$ cat config.mk
export PLATFORM = sky130hd
export DESIGN_NAME = base64_stream_encoder_top
export DESIGN_NICKNAME = d
export VERILOG_FILES = /design/src/design/b64se_pkg.sv /design/src/design/b64se_front.sv /design/src/design/b64se_queue.sv /design/src/design/b64se_back.sv /design/src/design/base64_stream_encoder_top.sv
export VERILOG_INCLUDE_DIRS = /design/src /design/src/design
export SDC_FILE = /design/constraint.sdc
export NUM_CORES = 1
export LEC_CHECK = 0
export BUFFER_PORTS_ARGS = -buffer_cell sky130_fd_sc_hd__buf_2
export CAP_MARGIN = 5
export CORE_ASPECT_RATIO = 0.7
export CORE_MARGIN = 2
export CORE_UTILIZATION = 67
export DETAILED_ROUTE_END_ITERATION = 10
export GPL_ROUTABILITY_DRIVEN = 1
export PLACE_DENSITY_LB_ADDON = 0.05
export SYNTH_ARGS = -nofsm -noshare
export SYNTH_HDL_FRONTEND = slang
export SYNTH_SLANG_ARGS = --single-unit
$ cat constraint.sdc
create_clock -name clk -period 7.39 [get_ports clk]
set_input_delay 0.739 -clock clk [delete_from_list [all_inputs] [get_ports clk]]
set_output_delay 0.739 -clock clk [all_outputs]
set_load 0.02 [all_outputs]
$ cat src/design/base64_stream_encoder_top_defines.svh
// assertion macros shared by the base64 stream encoder modules
// depends on nothing; included by every file that carries assertions
`ifndef BASE64_STREAM_ENCODER_TOP_DEFINES_SVH
`define BASE64_STREAM_ENCODER_TOP_DEFINES_SVH

`ifndef NO_ASSERTIONS
// property holds at every edge outside reset
`define B64SE_ASSERT(label, clk, rst, prop, msg) \
  label: assert property (@(posedge clk) disable iff (rst) (prop)) else $error(msg);
// consequent holds in the cycle after the antecedent
`define B64SE_ASSERT_NEXT(label, clk, rst, ante, cons, msg) \
  label: assert property (@(posedge clk) disable iff (rst) (ante) |=> (cons)) else $error(msg);
`else
`define B64SE_ASSERT(label, clk, rst, prop, msg)
`define B64SE_ASSERT_NEXT(label, clk, rst, ante, cons, msg)
`endif

`endif

$ cat src/design/b64se_pkg.sv
// types, constants and the alphabet lookup of the base64 stream encoder
// depends on nothing
package b64se_pkg;

  localparam int unsigned QUEUE_DEPTH = 2;
  localparam int unsigned QPTR_W      = (QUEUE_DEPTH > 1) ? $clog2(QUEUE_DEPTH) : 1;
  localparam int unsigned QCNT_W      = $clog2(QUEUE_DEPTH + 1);
  localparam int unsigned MAX_CHARS   = 4;
  localparam int unsigned CIDX_W      = $clog2(MAX_CHARS);

  localparam logic [7:0] PAD_CHAR   = 8'h3D;
  localparam logic [7:0] UPPER_BASE = 8'h41;
  localparam logic [7:0] LOWER_BASE = 8'h61;
  localparam logic [7:0] DIGIT_BASE = 8'h30;
  localparam logic [7:0] PLUS_CHAR  = 8'h2B;
  localparam logic [7:0] SLASH_CHAR = 8'h2F;

  typedef struct packed {
    logic [7:0] in_byte;
    logic       is_last;
  } byte_item_t;

  typedef struct packed {
    logic [7:0] out_char;
    logic       end_of_text;
  } char_item_t;

  // position of the next byte within its 3-byte group
  typedef enum logic [1:0] {
    PHASE_0,
    PHASE_1,
    PHASE_2
  } phase_t;

  // characters one byte produces, waiting for the serializer
  typedef struct packed {
    logic [MAX_CHARS-1:0][7:0] chars;
    logic [CIDX_W-1:0]         last_idx;
    logic                      eot;
  } group_entry_t;

  typedef struct packed {
    logic full;
    logic not_empty;
  } q_status_t;

  function automatic logic [7:0] b64_char(input logic [5:0] v);
    logic [7:0] c;
    if (v < 6'd26) begin
      c = UPPER_BASE + {2'b00, v};
    end else if (v < 6'd52) begin
      c = LOWER_BASE + ({2'b00, v} - 8'd26);
    end else if (v < 6'd62) begin
      c = DIGIT_BASE + ({2'b00, v} - 8'd52);
    end else if (v == 6'd62) begin
      c = PLUS_CHAR;
    end else begin
      c = SLASH_CHAR;
    end
    return c;
  endfunction

endpackage

$ cat src/design/b64se_front.sv
// front end: tracks group phase and held bits, turns each byte into a character entry
// depends on b64se_pkg and the assertion macro header
`include "base64_stream_encoder_top_defines.svh"

module b64se_front (
  input  logic                   clk,
  input  logic                   rst,
  input  logic                   byte_valid,
  output logic                   byte_ready,
  input  b64se_pkg::byte_item_t  byte_data,
  input  b64se_pkg::q_status_t   q_status,
  output logic                   push,
  output b64se_pkg::group_entry_t push_data
);
  import b64se_pkg::*;

  phase_t     phase;
  phase_t     phase_next;
  logic [3:0] carry;
  logic [3:0] carry_next;
  logic       accept;
  logic [7:0] b;

  assign byte_ready = !q_status.full;
  assign accept     = byte_valid && byte_ready;
  assign push       = accept;
  assign b          = byte_data.in_byte;

  always_ff @(posedge clk) begin
    if (rst) begin
      phase <= PHASE_0;
      carry <= 4'd0;
    end else if (accept) begin
      phase <= phase_next;
      carry <= carry_next;
    end
  end

  // next phase and held bits
  always_comb begin
    phase_next = PHASE_1;
    carry_next = {2'b00, b[1:0]};
    case (phase)
      PHASE_1: begin
        phase_next = PHASE_2;
        carry_next = b[3:0];
      end
      PHASE_2: begin
        phase_next = PHASE_0;
        carry_next = 4'd0;
      end
      default: begin
      end
    endcase
    if (byte_data.is_last) begin
      phase_next = PHASE_0;
      carry_next = 4'd0;
    end
  end

  // characters for this byte; start-of-group values serve the unused code too
  always_comb begin
    push_data.eot      = byte_data.is_last;
    push_data.chars[0] = b64_char(b[7:2]);
    push_data.chars[1] = b64_char({b[1:0], 4'b0000});
    push_data.chars[2] = PAD_CHAR;
    push_data.chars[3] = PAD_CHAR;
    push_data.last_idx = byte_data.is_last ? CIDX_W'(3) : CIDX_W'(0);
    case (phase)
      PHASE_1: begin
        push_data.chars[0] = b64_char({carry[1:0], b[7:4]});
        push_data.chars[1] = b64_char({b[3:0], 2'b00});
        push_data.last_idx = byte_data.is_last ? CIDX_W'(2) : CIDX_W'(0);
      end
      PHASE_2: begin
        push_data.chars[0] = b64_char({carry, b[7:6]});
        push_data.chars[1] = b64_char(b[5:0]);
        push_data.last_idx = CIDX_W'(1);
      end
      default: begin
      end
    endcase
  end

  `B64SE_ASSERT_NEXT(a_last_restarts_group, clk, rst, accept && byte_data.is_last,
    phase == PHASE_0 && carry == 4'd0, "group not restarted after last byte")
  `B64SE_ASSERT(a_no_push_when_full, clk, rst, !(push && q_status.full),
    "entry pushed into full queue")

endmodule

$ cat src/design/b64se_queue.sv
// short queue of character entries between front end and serializer
// depends on b64se_pkg and the assertion macro header
`include "base64_stream_encoder_top_defines.svh"

module b64se_queue (
  input  logic                    clk,
  input  logic                    rst,
  input  logic                    push,
  input  b64se_pkg::group_entry_t push_data,
  input  logic                    pop,
  output b64se_pkg::group_entry_t head,
  output b64se_pkg::q_status_t    q_status
);
  import b64se_pkg::*;

  group_entry_t        mem [QUEUE_DEPTH];
  logic [QPTR_W-1:0]   wr_ptr;
  logic [QPTR_W-1:0]   rd_ptr;
  logic [QCNT_W-1:0]   count;

  assign head               = mem[rd_ptr];
  assign q_status.full      = (count == QCNT_W'(QUEUE_DEPTH));
  assign q_status.not_empty = (count != '0);

  always_ff @(posedge clk) begin
    if (push) begin
      mem[wr_ptr] <= push_data;
    end
  end

  always_ff @(posedge clk) begin
    if (rst) begin
      wr_ptr <= '0;
      rd_ptr <= '0;
      count  <= '0;
    end else begin
      if (push) begin
        wr_ptr <= (wr_ptr == QPTR_W'(QUEUE_DEPTH - 1)) ? '0 : wr_ptr + 1'b1;
      end
      if (pop) begin
        rd_ptr <= (rd_ptr == QPTR_W'(QUEUE_DEPTH - 1)) ? '0 : rd_ptr + 1'b1;
      end
      if (push && !pop) begin
        count <= count + 1'b1;
      end else if (pop && !push) begin
        count <= count - 1'b1;
      end
    end
  end

  `B64SE_ASSERT(a_count_bounded, clk, rst, count <= QCNT_W'(QUEUE_DEPTH),
    "queue count beyond depth")
  `B64SE_ASSERT(a_no_pop_when_empty, clk, rst, !(pop && count == '0),
    "pop from empty queue")

endmodule

$ cat src/design/b64se_back.sv
// back end: serializes queue head into output register, one char per cycle unless stalled
// depends on b64se_pkg and the assertion macro header
`include "base64_stream_encoder_top_defines.svh"

module b64se_back (
  input  logic                    clk,
  input  logic                    rst,
  input  b64se_pkg::group_entry_t head,
  input  b64se_pkg::q_status_t    q_status,
  output logic                    pop,
  output logic                    char_valid,
  input  logic                    char_ready,
  output b64se_pkg::char_item_t   char_data
);
  import b64se_pkg::*;

  logic [CIDX_W-1:0] idx;
  logic              load;
  logic              at_end;

  assign load   = q_status.not_empty && (!char_valid || char_ready);
  assign at_end = (idx == head.last_idx);
  assign pop    = load && at_end;

  always_ff @(posedge clk) begin
    if (rst) begin
      idx        <= '0;
      char_valid <= 1'b0;
    end else begin
      if (load) begin
        idx        <= at_end ? '0 : idx + 1'b1;
        char_valid <= 1'b1;
      end else if (char_ready) begin
        char_valid <= 1'b0;
      end
    end
  end

  always_ff @(posedge clk) begin
    if (load) begin
      char_data.out_char    <= head.chars[idx];
      char_data.end_of_text <= head.eot && at_end;
    end
  end

  `B64SE_ASSERT(a_idx_in_entry, clk, rst, !q_status.not_empty || idx <= head.last_idx,
    "character index past end of entry")
  `B64SE_ASSERT_NEXT(a_stall_holds, clk, rst, char_valid && !char_ready,
    char_valid && $stable(char_data), "stalled character changed")

endmodule

$ cat src/design/base64_stream_encoder_top.sv
// top level of the base64 stream encoder
// depends on b64se_pkg, b64se_front, b64se_queue and b64se_back
//
// base64 encoder (padded, standard alphabet) over a byte stream. one byte per transfer on the
// byte channel, with is_last set on the final byte of a message; one ascii character per
// transfer on the char channel, with end_of_text set on the final character of the encoded
// message. characters appear as soon as their six bits are known: a group's first and second
// bytes each give one character, its third byte gives two. on the last byte the open group is
// zero-filled and '=' padding brings the message to a multiple of four characters, so a last
// byte gives up to four characters. after the last byte the encoder starts a fresh group.
// rate: the char side moves one character per cycle while char_ready is high, which sets
// throughput: a byte gives one or two characters (three bytes give four) and a last byte up
// to four. the byte side takes a transfer every cycle while the two-entry queue between front
// end and serializer has room. a byte is first written into the queue, and its first
// character then into the output register, ahead of its char transfer. the char output is
// registered, so a stalled character does not stop bytes from being taken until the queue
// fills.
module base64_stream_encoder_top (
  input  logic                   clk,
  input  logic                   rst,
  input  logic                   byte_valid,
  output logic                   byte_ready,
  input  b64se_pkg::byte_item_t  byte_data,
  output logic                   char_valid,
  input  logic                   char_ready,
  output b64se_pkg::char_item_t  char_data
);
  import b64se_pkg::*;

  // front end to queue
  logic         push;
  group_entry_t push_data;
  // queue to serializer
  logic         pop;
  group_entry_t head;
  q_status_t    q_status;

  // classify the byte by group phase and build its characters
  b64se_front u_front (
    .clk        (clk),
    .rst        (rst),
    .byte_valid (byte_valid),
    .byte_ready (byte_ready),
    .byte_data  (byte_data),
    .q_status   (q_status),
    .push       (push),
    .push_data  (push_data)
  );

  // decouples byte intake from character output
  b64se_queue u_queue (
    .clk       (clk),
    .rst       (rst),
    .push      (push),
    .push_data (push_data),
    .pop       (pop),
    .head      (head),
    .q_status  (q_status)
  );

  // one character per cycle into the output register, unless stalled
  b64se_back u_back (
    .clk        (clk),
    .rst        (rst),
    .head       (head),
    .q_status   (q_status),
    .pop        (pop),
    .char_valid (char_valid),
    .char_ready (char_ready),
    .char_data  (char_data)
  );

endmodule
==> results.tsv, run 1 <==
stage	metric	value	unit
run_status	status	finished, final reports clean	
power_and_ir_drop	seq_power_share	0.440	
layout	diodes	0	
power_and_ir_drop	p_sw_frac	0.343	
sta	slew_viol_final	0	
clocking	clock_sinks	61	
clocking	cts_tree	yes	
hold_path	hold_depth	2	
worst_setup_path	crit_cells	8	
logic_synthesis	ys_types	65	
sta	hold-worst-slack	487	ps
global_routing	grt_pass1_wl	18800	µm
layout	fill_cells	490	
global_routing	antenna_found_initial	0	
floorplan	die_area	7900	µm²
worst_setup_path	cp-start-kind	flop	
worst_setup_path	crit_arrival	3110	ps
logic_synthesis	synth_xor_area_frac	0.0906	
route	vias	3977	
floorplan	coreArea	6850	µm²
route	met1Wirelength	5020	µm
logic_synthesis	synth_seq_cells	61	
layout	area_growth	5.79	%
layout	seq_area	1690	µm²
clocking	clk_latency	320	ps
route	drtAntennaViolNets	0	
power_and_ir_drop	leakagePower	1.97	nW
route	post_drt_wl_per_cell	18.8	µm
layout	final_cell_mix	ha_1, edfxtp_1, nand2_1	
logic_synthesis	synthArstFlopShare	0	
placed_design	dp_hpwl	8780	µm
worst_setup_path	max_stage_delay	860	ps
global_routing	grt_max_degree	27	
clocking	cts_root_buf	clkbuf_8	
worst_setup_path	path_class	reg2reg	
route	wl_met2	5170	µm
sta	worst_pin_slew	878	ps
layout	drive_above_1_share	0.127	
route	viasPerCell	6.41	
worst_setup_path	r2r_cells	8	
floorplan	core.rowCount	25	
route	firstDrtPassIters	5	
global_routing	grt_pass1_vias	3747	
worst_setup_path	cp_top_family	flip-flops	
floorplan	pin_count	24	
sta	setup_viol	0	
layout	fin_util	0.744	
clocking	cts.reportedPaths.clkPinSlew	60	ps
placed_design	gp_congestion	0.975	
power_and_ir_drop	pwr_density_cell	233	nW/µm²
global_routing	grt_usage	0.310	
clocking	cts_buffers	9	
clocking	holdBufCountCts	0	
floorplan	die_y	75.0	µm
layout	fin_cells	620	
logic_synthesis	synthSimpleGateAreaFrac	0.171	
logic_synthesis	synth-edff-count	47	
global_routing	grt_remaining_overflow	0	
sta	final_hold_viol_count	0	
sta	fmax	328	MHz
route	first_iter_violations	308	
worst_setup_path	cp_max_fo	17	
worst_setup_path	critPathSlowestCell	dfxtp_1	
route	wl	11600	µm
placed_design	io_buffer_count	23	
sta	fin_setup_tns	0	ps
power_and_ir_drop	internal_power	0.780	mW
logic_synthesis	synth_top_family_by_area	simple AND/OR/NAND/NOR gates	
sta	slew_headroom	0.414	
sta	fin_skew	8.74	ps
logic_synthesis	syn-num-nets	572	
floorplan	die_w	105	µm
power_and_ir_drop	peakVddDrop	0.242	mV
layout	multi_input_area	2920	µm²
clocking	h-tree-depth	3	
placed_design	preCtsSetupSlack	4260	ps
placed_design	dp.cells	604	
logic_synthesis	synth-seq-area-share	0.351	
worst_setup_path	worstPathCellList	inv_1, ha_1, xor2_2, nor3b_2, xor2_1, a221oi_2, a211oi_1, or3_1	
logic_synthesis	synthFlopType	edfxtp_1	
power_and_ir_drop	pwr-share-comb	0.349	
hold_path	holdCritPathClass	reg2reg	
clocking	ctsResizeCount	0	
clocking	clock_path_buffers	2	
sta	finalWorstSetupSlack	4340	ps
sta	rsz0062_at_grt	false	
floorplan	initial_core_util	0.704	
sta	finalCritPeriodShare	0.413	
logic_synthesis	netlist_instances	512	
worst_setup_path	cp.required	7440	ps
layout	num-nets-final	581	
route	dr_wl_met3	1240	µm
power_and_ir_drop	clkPwrFrac	0.211	
route	top_layer_used	met4	
logic_synthesis	synthAdderAreaFrac	0.122	
logic_synthesis	synth-compound-area-share	0.170	
run	max_cap_viol_count	0	
logic_synthesis	synth_warnings	0	
route	drc	0	
clocking	post_cts_buffers	0	
logic_synthesis	syn_area	4820	µm²
worst_setup_path	endpoint_kind	flop	
logic_synthesis	syn_avg_cell_area	9.41	µm²
power_and_ir_drop	p_sw	0.408	mW
logic_synthesis	synthMuxAreaShare	0.0527	
worst_setup_path	crit_buf_inv	1	
sta	fin_crit	3050	ps
per-stage QoR:
| step | cell area (µm²) | power, mW |
|---|---|---|
| after floorplan | 4820 | 0.833 |
| after global placement | 4930 | 0.922 |
| after detailed placement | 4930 | 0.941 |
| after CTS | 5100 | 1.19 |
| after global routing | 5100 | 1.26 |
| final | 5100 | 1.19 |
routing by layer:
metal | up-vias | track usage
li1 | 1875 | -
met1 | 1870 | 0.419
met2 | 210 | 0.497
met3 | 22 | 0.0909
met4 | 0 | 0.0844
met5 | - | 0
path summary, 6_finish.rpt:
path,from,end,slack [ps]
hold reg to reg,u_back.char_valid$_SDFFE_PP0P_,u_back.char_valid$_SDFFE_PP0P_,490
hold / removal,u_back.char_valid$_SDFFE_PP0P_,u_back.char_valid$_SDFFE_PP0P_,490
setup / recovery,u_front.carry[0]$_SDFFE_PP0P_,u_queue.mem[1][7]$_DFFE_PP_,4340
setup reg to reg,u_front.carry[0]$_SDFFE_PP0P_,u_queue.mem[1][7]$_DFFE_PP_,4340
worst reg2reg max path, cell delays in order, from the launching register on:
cell,delay [ps]
dfxtp_1,860
inv_1,320
ha_1,330
xor2_2,180
nor3b_2,280
xor2_1,100
a221oi_2,230
a211oi_1,80
or3_1,410
sequential cells by signal, indices dropped and copies added (netlist names), named ones only:
register and flops:
u_queue.wr_ptr 1, u_queue.rd_ptr 1, u_front.phase 2, u_back.char_data 9
u_queue.count 2, u_front.carry 4, u_back.idx 2, u_queue.mem 38
u_back.char_valid 1
Yosys cell counts, types with 12 or more instances:
cell | instances | share of area
o21ai_0 | 19 | 0.020
nor2_1 | 44 | 0.034
clkbuf_1 | 12 | 0.0093
dfxtp_1 | 14 | 0.058
nand3_1 | 17 | 0.018
ha_1 | 47 | 0.12
edfxtp_1 | 47 | 0.29
inv_1 | 16 | 0.012
a21oi_1 | 45 | 0.047
nand2_1 | 46 | 0.036
xnor2_1 | 32 | 0.058
xor2_1 | 16 | 0.029
final cells by class:
cell class,instances,area share
Clock inverter,2,0.00196
Sequential cell,61,0.332
Tap cell,94,0.0231
Multi-Input combinational cell,406,0.573
Timing Repair Buffer,25,0.0255
Inverter,18,0.0133
Clock buffer,14,0.0319
power by group through the flow:
stage / clock network, mW / registers (mW) / logic, mW
floorplan: 0 / 0.533 / 0.300
finish: 0.251 / 0.523 / 0.415
CTS: 0.256 / 0.524 / 0.412
detailed placement: 0 / 0.531 / 0.411
global placement: 0 / 0.525 / 0.397
global route: 0.271 / 0.534 / 0.454
logic make-up after synthesis:
group / count (synthesis)
DFF: 61
muxes: 15
AOI/OAI and AO/OA: 125
buffers and inverters: 45
xor gates and xnor gates: 49
adders and majority gates: 47
and+or+nand+nor: 170
Power figures use the tool's default switching activity.
==> run 2, diff against run 1 <==
CORE_UTILIZATION = 63   (was 67)
clock period = 2.95 ns   (was 7.39 ns; I/O delays follow)
==> results.tsv, run 2 (synthesis gave the netlist of run 1 again) <==
stage	metric	value	unit	change
worst_setup_path	endpoint_kind	flop		
worst_setup_path	startpoint	u_front.carry[0]$_SDFFE_PP0P_		
sta	setup_viol	0		unchanged
placed_design	dp_hpwl	9370	µm	+6.7%
power_and_ir_drop	peakVddDrop	0.661	mV	+170%
sta	fin_skew	7.24	ps	-1.50 ps
clocking	ctsResizeCount	0		unchanged
global_routing	grt_pass1_wl	19800	µm	+5.4%
layout	reg.largest.list	u_queue.mem (38), u_back.char_data (9), u_front.carry (4)		
placed_design	io_buffer_count	23		unchanged
layout	diodes	0		unchanged
layout	regMostFlops	u_queue.mem		
sta	final_hold_viol_count	0		unchanged
run_status	status	finished, final reports clean		
route	post_drt_wl_per_cell	19.8	µm	+5.3%
layout	area_growth	8.62	%	
worst_setup_path	cp-start-kind	flop		
floorplan	die_y	77.2	µm	+3.0%
route	first_iter_violations	340		+10%
route	drc	0		unchanged
power_and_ir_drop	power	3.15	mW	+160%
hold_path	holdCritPathClass	in2reg		
clocking	clk_latency	330	ps	about the same
worst_setup_path	regToRegSetupSlack	360	ps	-3970 ps
clocking	h-tree-depth	3		unchanged
global_routing	antenna_found_initial	0		unchanged
clocking	holdBufCountCts	0		unchanged
power_and_ir_drop	pwr_density_cell	601	nW/µm²	+160%
worst_setup_path	r2r_cells	7		-1
clocking	cts_root_buf	clkbuf_8		
clocking	post_cts_buffers	0		unchanged
floorplan	coreArea	7350	µm²	+7.3%
floorplan	die_w	109	µm	+3.0%
layout	largest_reg_flops	38		unchanged
worst_setup_path	crit_arrival	2660	ps	-450 ps
sta	slew_viol_final	0		unchanged
placed_design	gp_congestion	0.995		+2.1%
floorplan	pin_count	24		unchanged
global_routing	grt_remaining_overflow	0		unchanged
worst_setup_path	timing.rr.start	u_front.carry[0]$_SDFFE_PP0P_		
global_routing	grt_pass1_vias	3752		+0.13%
sta	finalWorstSetupSlack	364	ps	-3970 ps
power_and_ir_drop	leakagePower	2.05	nW	+4.0%
floorplan	die_area	8380	µm²	+6.1%
route	firstDrtPassIters	5		unchanged
global_routing	grt_usage	0.313		+0.00300
route	drtAntennaViolNets	0		unchanged
clocking	cts.reportedPaths.clkPinSlew	70	ps	about the same
sta	fin_crit	2590	ps	-467 ps
global_routing	grt_max_degree	25		-7.4%
sta	fmax	387	MHz	+18%
worst_setup_path	worst_r2r_endpoint	u_queue.mem[0][9]$_DFFE_PP_		
worst_setup_path	path_class	reg2reg		
clocking	clock_sinks	61		unchanged
floorplan	core.rowCount	26		+4.0%
sta	worst_pin_slew	689	ps	-189 ps
worst_setup_path	cp.required	3030	ps	-4410 ps
clocking	cts_buffers	9		unchanged
worst_setup_path	cp-endpoint	u_queue.mem[0][9]$_DFFE_PP_		
clocking	cts_tree	yes		
route	viasPerCell	6.40		-0.21%
clocking	clock_path_buffers	2		unchanged
layout	final_cell_mix	ha_1, edfxtp_1, nand2_1		
sta	fin_setup_tns	0	ps	unchanged
floorplan	initial_core_util	0.656		-0.0480
sta	slew_headroom	0.539		+0.125
layout	drive_above_1_share	0.152		+0.0250
sta	rsz0062_at_grt	false		
route	vias	4071		+2.4%
run	max_cap_viol_count	0		unchanged
layout	num-nets-final	593		+2.1%
layout	fill_cells	582		+19%
sta	finalCritPeriodShare	0.876		+0.463
route	wl	12600	µm	+8.0%
placed_design	preCtsSetupSlack	411	ps	-3850 ps
worst_setup_path	cp_max_fo	11		-6
## run 2: changes by cell type in the layout (fill, tap and decap cells not counted), sizes merged
cell,previous run,this run
clkinv,2,3
buf,25,37
clkbuf,14,12
clkinvlp,0,1
## run 2: final cells by class
cell class              count  area (µm²)  share of cell area
well taps                  98         123              0.0234
multi-input cells         406        2920               0.558
clock buffers              12         188              0.0359
clock inverters             4        26.3             0.00502
repair buffers             37         220              0.0421
inverters                  18        67.6              0.0129
flip-flops and latches     61        1690               0.323
## run 2: worst max-delay path, cell delays in order (launching register included)
cell and delay, ps:
dfxtp_1 320, buf_4 210, ha_1 470, nand3_1 450, and2_1 300, a21oi_1 120, nand3_1 120, a211o_1 340
## run 2: per-layer routing
layer,global-route usage,vias to the layer above,routed length (µm)
li1,-,1902,-
met3,0.110,20,1380
met5,0,-,0
met4,0.0654,0,174
met2,0.454,217,5460
met1,0.453,1932,5550
## run 2: stage by stage
step           utilization  cell area, µm²  std cells  hold WS [ps]
5_1_grt              0.712            5240        636           263
3_3_place_gp         0.683            5020        620           471
4_1_cts              0.712            5240        636           235
6_report             0.712            5240        636           241
3_5_place_dp         0.683            5020        620           485
2_1_floorplan            -            4820        512           364
## run 2: how the worst min path moves through the flow
stage | from | to | cells after the start
2_1_floorplan | rst | u_back.char_valid$_SDFFE_PP0P_ | 1
3_3_place_gp | u_back.char_valid$_SDFFE_PP0P_ | u_back.char_valid$_SDFFE_PP0P_ | 2
3_5_place_dp | u_back.char_valid$_SDFFE_PP0P_ | u_back.char_valid$_SDFFE_PP0P_ | 2
4_1_cts | char_ready | u_back.char_valid$_SDFFE_PP0P_ | 3
5_1_grt | byte_data[0] | u_queue.mem[0][0]$_DFFE_PP_ | 1
6_report | char_ready | u_back.char_valid$_SDFFE_PP0P_ | 3
## run 2: power by group
| part | internal, mW | leakage (nW) | switching, mW |
|---|---|---|---|
| sequential | 1.18 | 0.553 | 0.0784 |
| combinational | 0.451 | 1.39 | 0.685 |
| clock | 0.428 | 0.109 | 0.329 |
==> run 3, diff against run 2 <==
SETUP_SLACK_MARGIN = 0.5   (was not set)
==> results.tsv, run 3 (synthesis gave the netlist of run 1 again) <==
stage	metric	value	unit	change
route	drc	0		unchanged
placed_design	io_buffer_count	23		unchanged
worst_setup_path	max_stage_delay	360	ps	-110 ps
clocking	h-tree-depth	3		unchanged
floorplan	core.rowCount	26		unchanged
clocking	clock_sinks	61		unchanged
clocking	cts_tree	yes		
worst_setup_path	endpoint_kind	flop		
power_and_ir_drop	internal_power	2.03	mW	-1.5%
power_and_ir_drop	leakagePower	2.04	nW	-0.25%
sta	worst_pin_slew	631	ps	-57.9 ps
power_and_ir_drop	clkPwrFrac	0.228		-0.012
floorplan	die_area	8380	µm²	unchanged
clocking	clk_latency	330	ps	about the same
worst_setup_path	cp_common_cell	buf_4		
layout	regMostFlops	u_queue.mem		
power_and_ir_drop	p_sw_frac	0.346		-0.000777
sta	fin_setup_tns	0	ps	unchanged
sta	rsz0062_at_grt	false		
clocking	cts_buffers	9		unchanged
worst_setup_path	r2r_cells	9		+2
placed_design	dp.cells	621		+0.16%
layout	area_growth	8.46	%	
sta	final_hold_viol_count	0		unchanged
floorplan	die_y	77.2	µm	unchanged
sta	slew_headroom	0.578		+0.0387
clocking	holdBufCountCts	0		unchanged
power_and_ir_drop	pwr-share-comb	0.365		+0.004
clocking	clock_path_buffers	2		unchanged
route	first_iter_violations	332		-2.4%
worst_setup_path	worstPathCellList	buf_4, ha_1, nor2b_1, buf_4, nor2_2, nand2_1, o211a_1, o41ai_1, or3_1		
global_routing	grt_pass1_vias	3742		-0.27%
global_routing	grt_usage	0.309		-0.00384
hold_path	worstHoldEndpoint	u_back.char_valid$_SDFFE_PP0P_		
power_and_ir_drop	pwr_density_cell	593	nW/µm²	-1.4%
layout	drive_above_1_share	0.152		-0.000283
global_routing	antenna_found_initial	0		unchanged
layout	diodes	0		unchanged
worst_setup_path	cp.required	3150	ps	+120 ps
sta	fmax	427	MHz	+10%
global_routing	grt_remaining_overflow	0		unchanged
placed_design	dp_hpwl	9260	µm	-1.2%
power_and_ir_drop	seq_power_share	0.407		+0.008
worst_setup_path	cp_max_fo	10		-1
route	wl	12300	µm	-2.1%
hold_path	holdCritPathClass	in2reg		
worst_setup_path	crit_buf_inv	2		+1
layout	final_cell_mix	ha_1, edfxtp_1, nand2_1		
hold_path	min_from	char_ready		
worst_setup_path	crit_arrival	2540	ps	-120 ps
placed_design	gp_congestion	1.01		+1.3%
sta	finalCritPeriodShare	0.794		-0.0826
route	post_drt_wl_per_cell	19.3	µm	-2.3%
worst_setup_path	path_class	reg2reg		
clocking	cts.reportedPaths.clkPinSlew	70	ps	about the same
worst_setup_path	worst_r2r_endpoint	u_queue.mem[1][7]$_DFFE_PP_		
global_routing	grt_pass1_wl	19600	µm	-1.2%
sta	setup_viol	0		unchanged
power_and_ir_drop	p_sw	1.07	mW	-1.8%
layout	reg.largest.list	u_queue.mem (38), u_back.char_data (9), u_front.carry (4)		
route	drtAntennaViolNets	0		unchanged
hold_path	hold_depth	3		unchanged
clocking	cts_root_buf	clkbuf_8		
layout	fin_cells	637		+0.16%
worst_setup_path	cp-start-kind	flop		
sta	slew_viol_final	0		unchanged
sta	fin_skew	7.43	ps	+0.193 ps
run_status	status	finished, final reports clean		
worst_setup_path	cp_top_family	simple AND/OR/NAND/NOR gates		
floorplan	die_w	109	µm	unchanged
layout	largest_reg_flops	38		unchanged
power_and_ir_drop	peakVddDrop	0.674	mV	+2.0%
route	viasPerCell	6.29		-1.7%
layout	num-nets-final	594		+0.17%
run	max_cap_viol_count	0		unchanged
sta	fin_crit	2340	ps	-244 ps
route	firstDrtPassIters	5		unchanged
global_routing	grt_max_degree	25		unchanged
route	vias	4009		-1.5%
worst_setup_path	critPathSlowestCell	dfxtp_2		
worst_setup_path	timing.rr.start	u_front.carry[0]$_SDFFE_PP0P_		
clocking	post_cts_buffers	0		unchanged
floorplan	pin_count	24		unchanged
floorplan	coreArea	7350	µm²	unchanged
floorplan	initial_core_util	0.656		unchanged
worst_setup_path	regToRegSetupSlack	610	ps	+240 ps
## run 3: cell count changes in the layout (fill, tap and decap cells not counted), sizes merged
| cell | change |
|---|---|
| clkbuf | +1 |
| buf | +1 |
| clkinv | -1 |
## run 3: final cells by class
cell class | instances | area (µm²)
Tap cell | 98 | 123
Sequential cell | 61 | 1690
Clock buffer | 13 | 180
Timing Repair Buffer | 38 | 228
Clock inverter | 3 | 16.3
Multi-Input combinational cell | 406 | 2920
Fill cell | 569 | 2120
Inverter | 18 | 67.6
## run 3: worst max-delay path by stage
stage,start,endpoint,slack (ps),cells past startpoint
after floorplan,u_front.carry[0]$_SDFFE_PP0P_,u_queue.mem[0][7]$_DFFE_PP_,530,9
after global placement,byte_data[5],u_queue.mem[0][7]$_DFFE_PP_,400,9
after detailed placement,byte_data[5],u_queue.mem[0][7]$_DFFE_PP_,380,9
after CTS,u_front.carry[0]$_SDFFE_PP0P_,u_queue.mem[1][7]$_DFFE_PP_,550,8
after global routing,u_front.carry[0]$_SDFFE_PP0P_,u_queue.mem[1][7]$_DFFE_PP_,510,8
final,u_front.carry[0]$_SDFFE_PP0P_,u_queue.mem[1][7]$_DFFE_PP_,610,9
## run 3: power by group through the flow
stage          sequential (mW)  clock, mW  combinational (mW)
6_report                  1.26      0.706                1.13
4_1_cts                   1.26      0.717                1.13
3_5_place_dp              1.28          0                1.12
2_1_floorplan             1.34          0               0.751
3_3_place_gp              1.26          0                1.08
5_1_grt                   1.28      0.756                1.24
## run 3: routing by layer
layer  routed length (µm)  vias to the layer above  global-route usage
met2                 5300                      207               0.445
met5                    0                        -                   0
met3                 1440                       23              0.0935
li1                     -                     1893                   -
met4                  201                        0              0.0833
met1                 5370                     1886               0.452
## run 3: worst reg2reg max path, cell delays in order (launching register included)
cell,delay [ps]
dfxtp_2,360
buf_4,180
ha_1,220
nor2b_1,140
buf_4,160
nor2_2,350
nand2_1,100
o211a_1,140
o41ai_1,360
or3_1,180
## run 3: metrics by stage
step	utilization	hold slack (ps)	setup WS, ps	area [µm²]	power, mW
global placement	0.684	471	397	5030	2.35
CTS	0.711	232	554	5230	3.11
global route	0.711	257	506	5230	3.28
detailed placement	0.684	486	380	5030	2.40
floorplan	-	364	528	4820	2.09
finish	0.711	252	608	5230	3.10
## run 3: timing repair
item / in CTS / in global routing
pin swaps: 0 / 1
gates cloned: 0 / 0
setup endpoints to repair: 2 / 8
gates resized for setup: 1 / 1
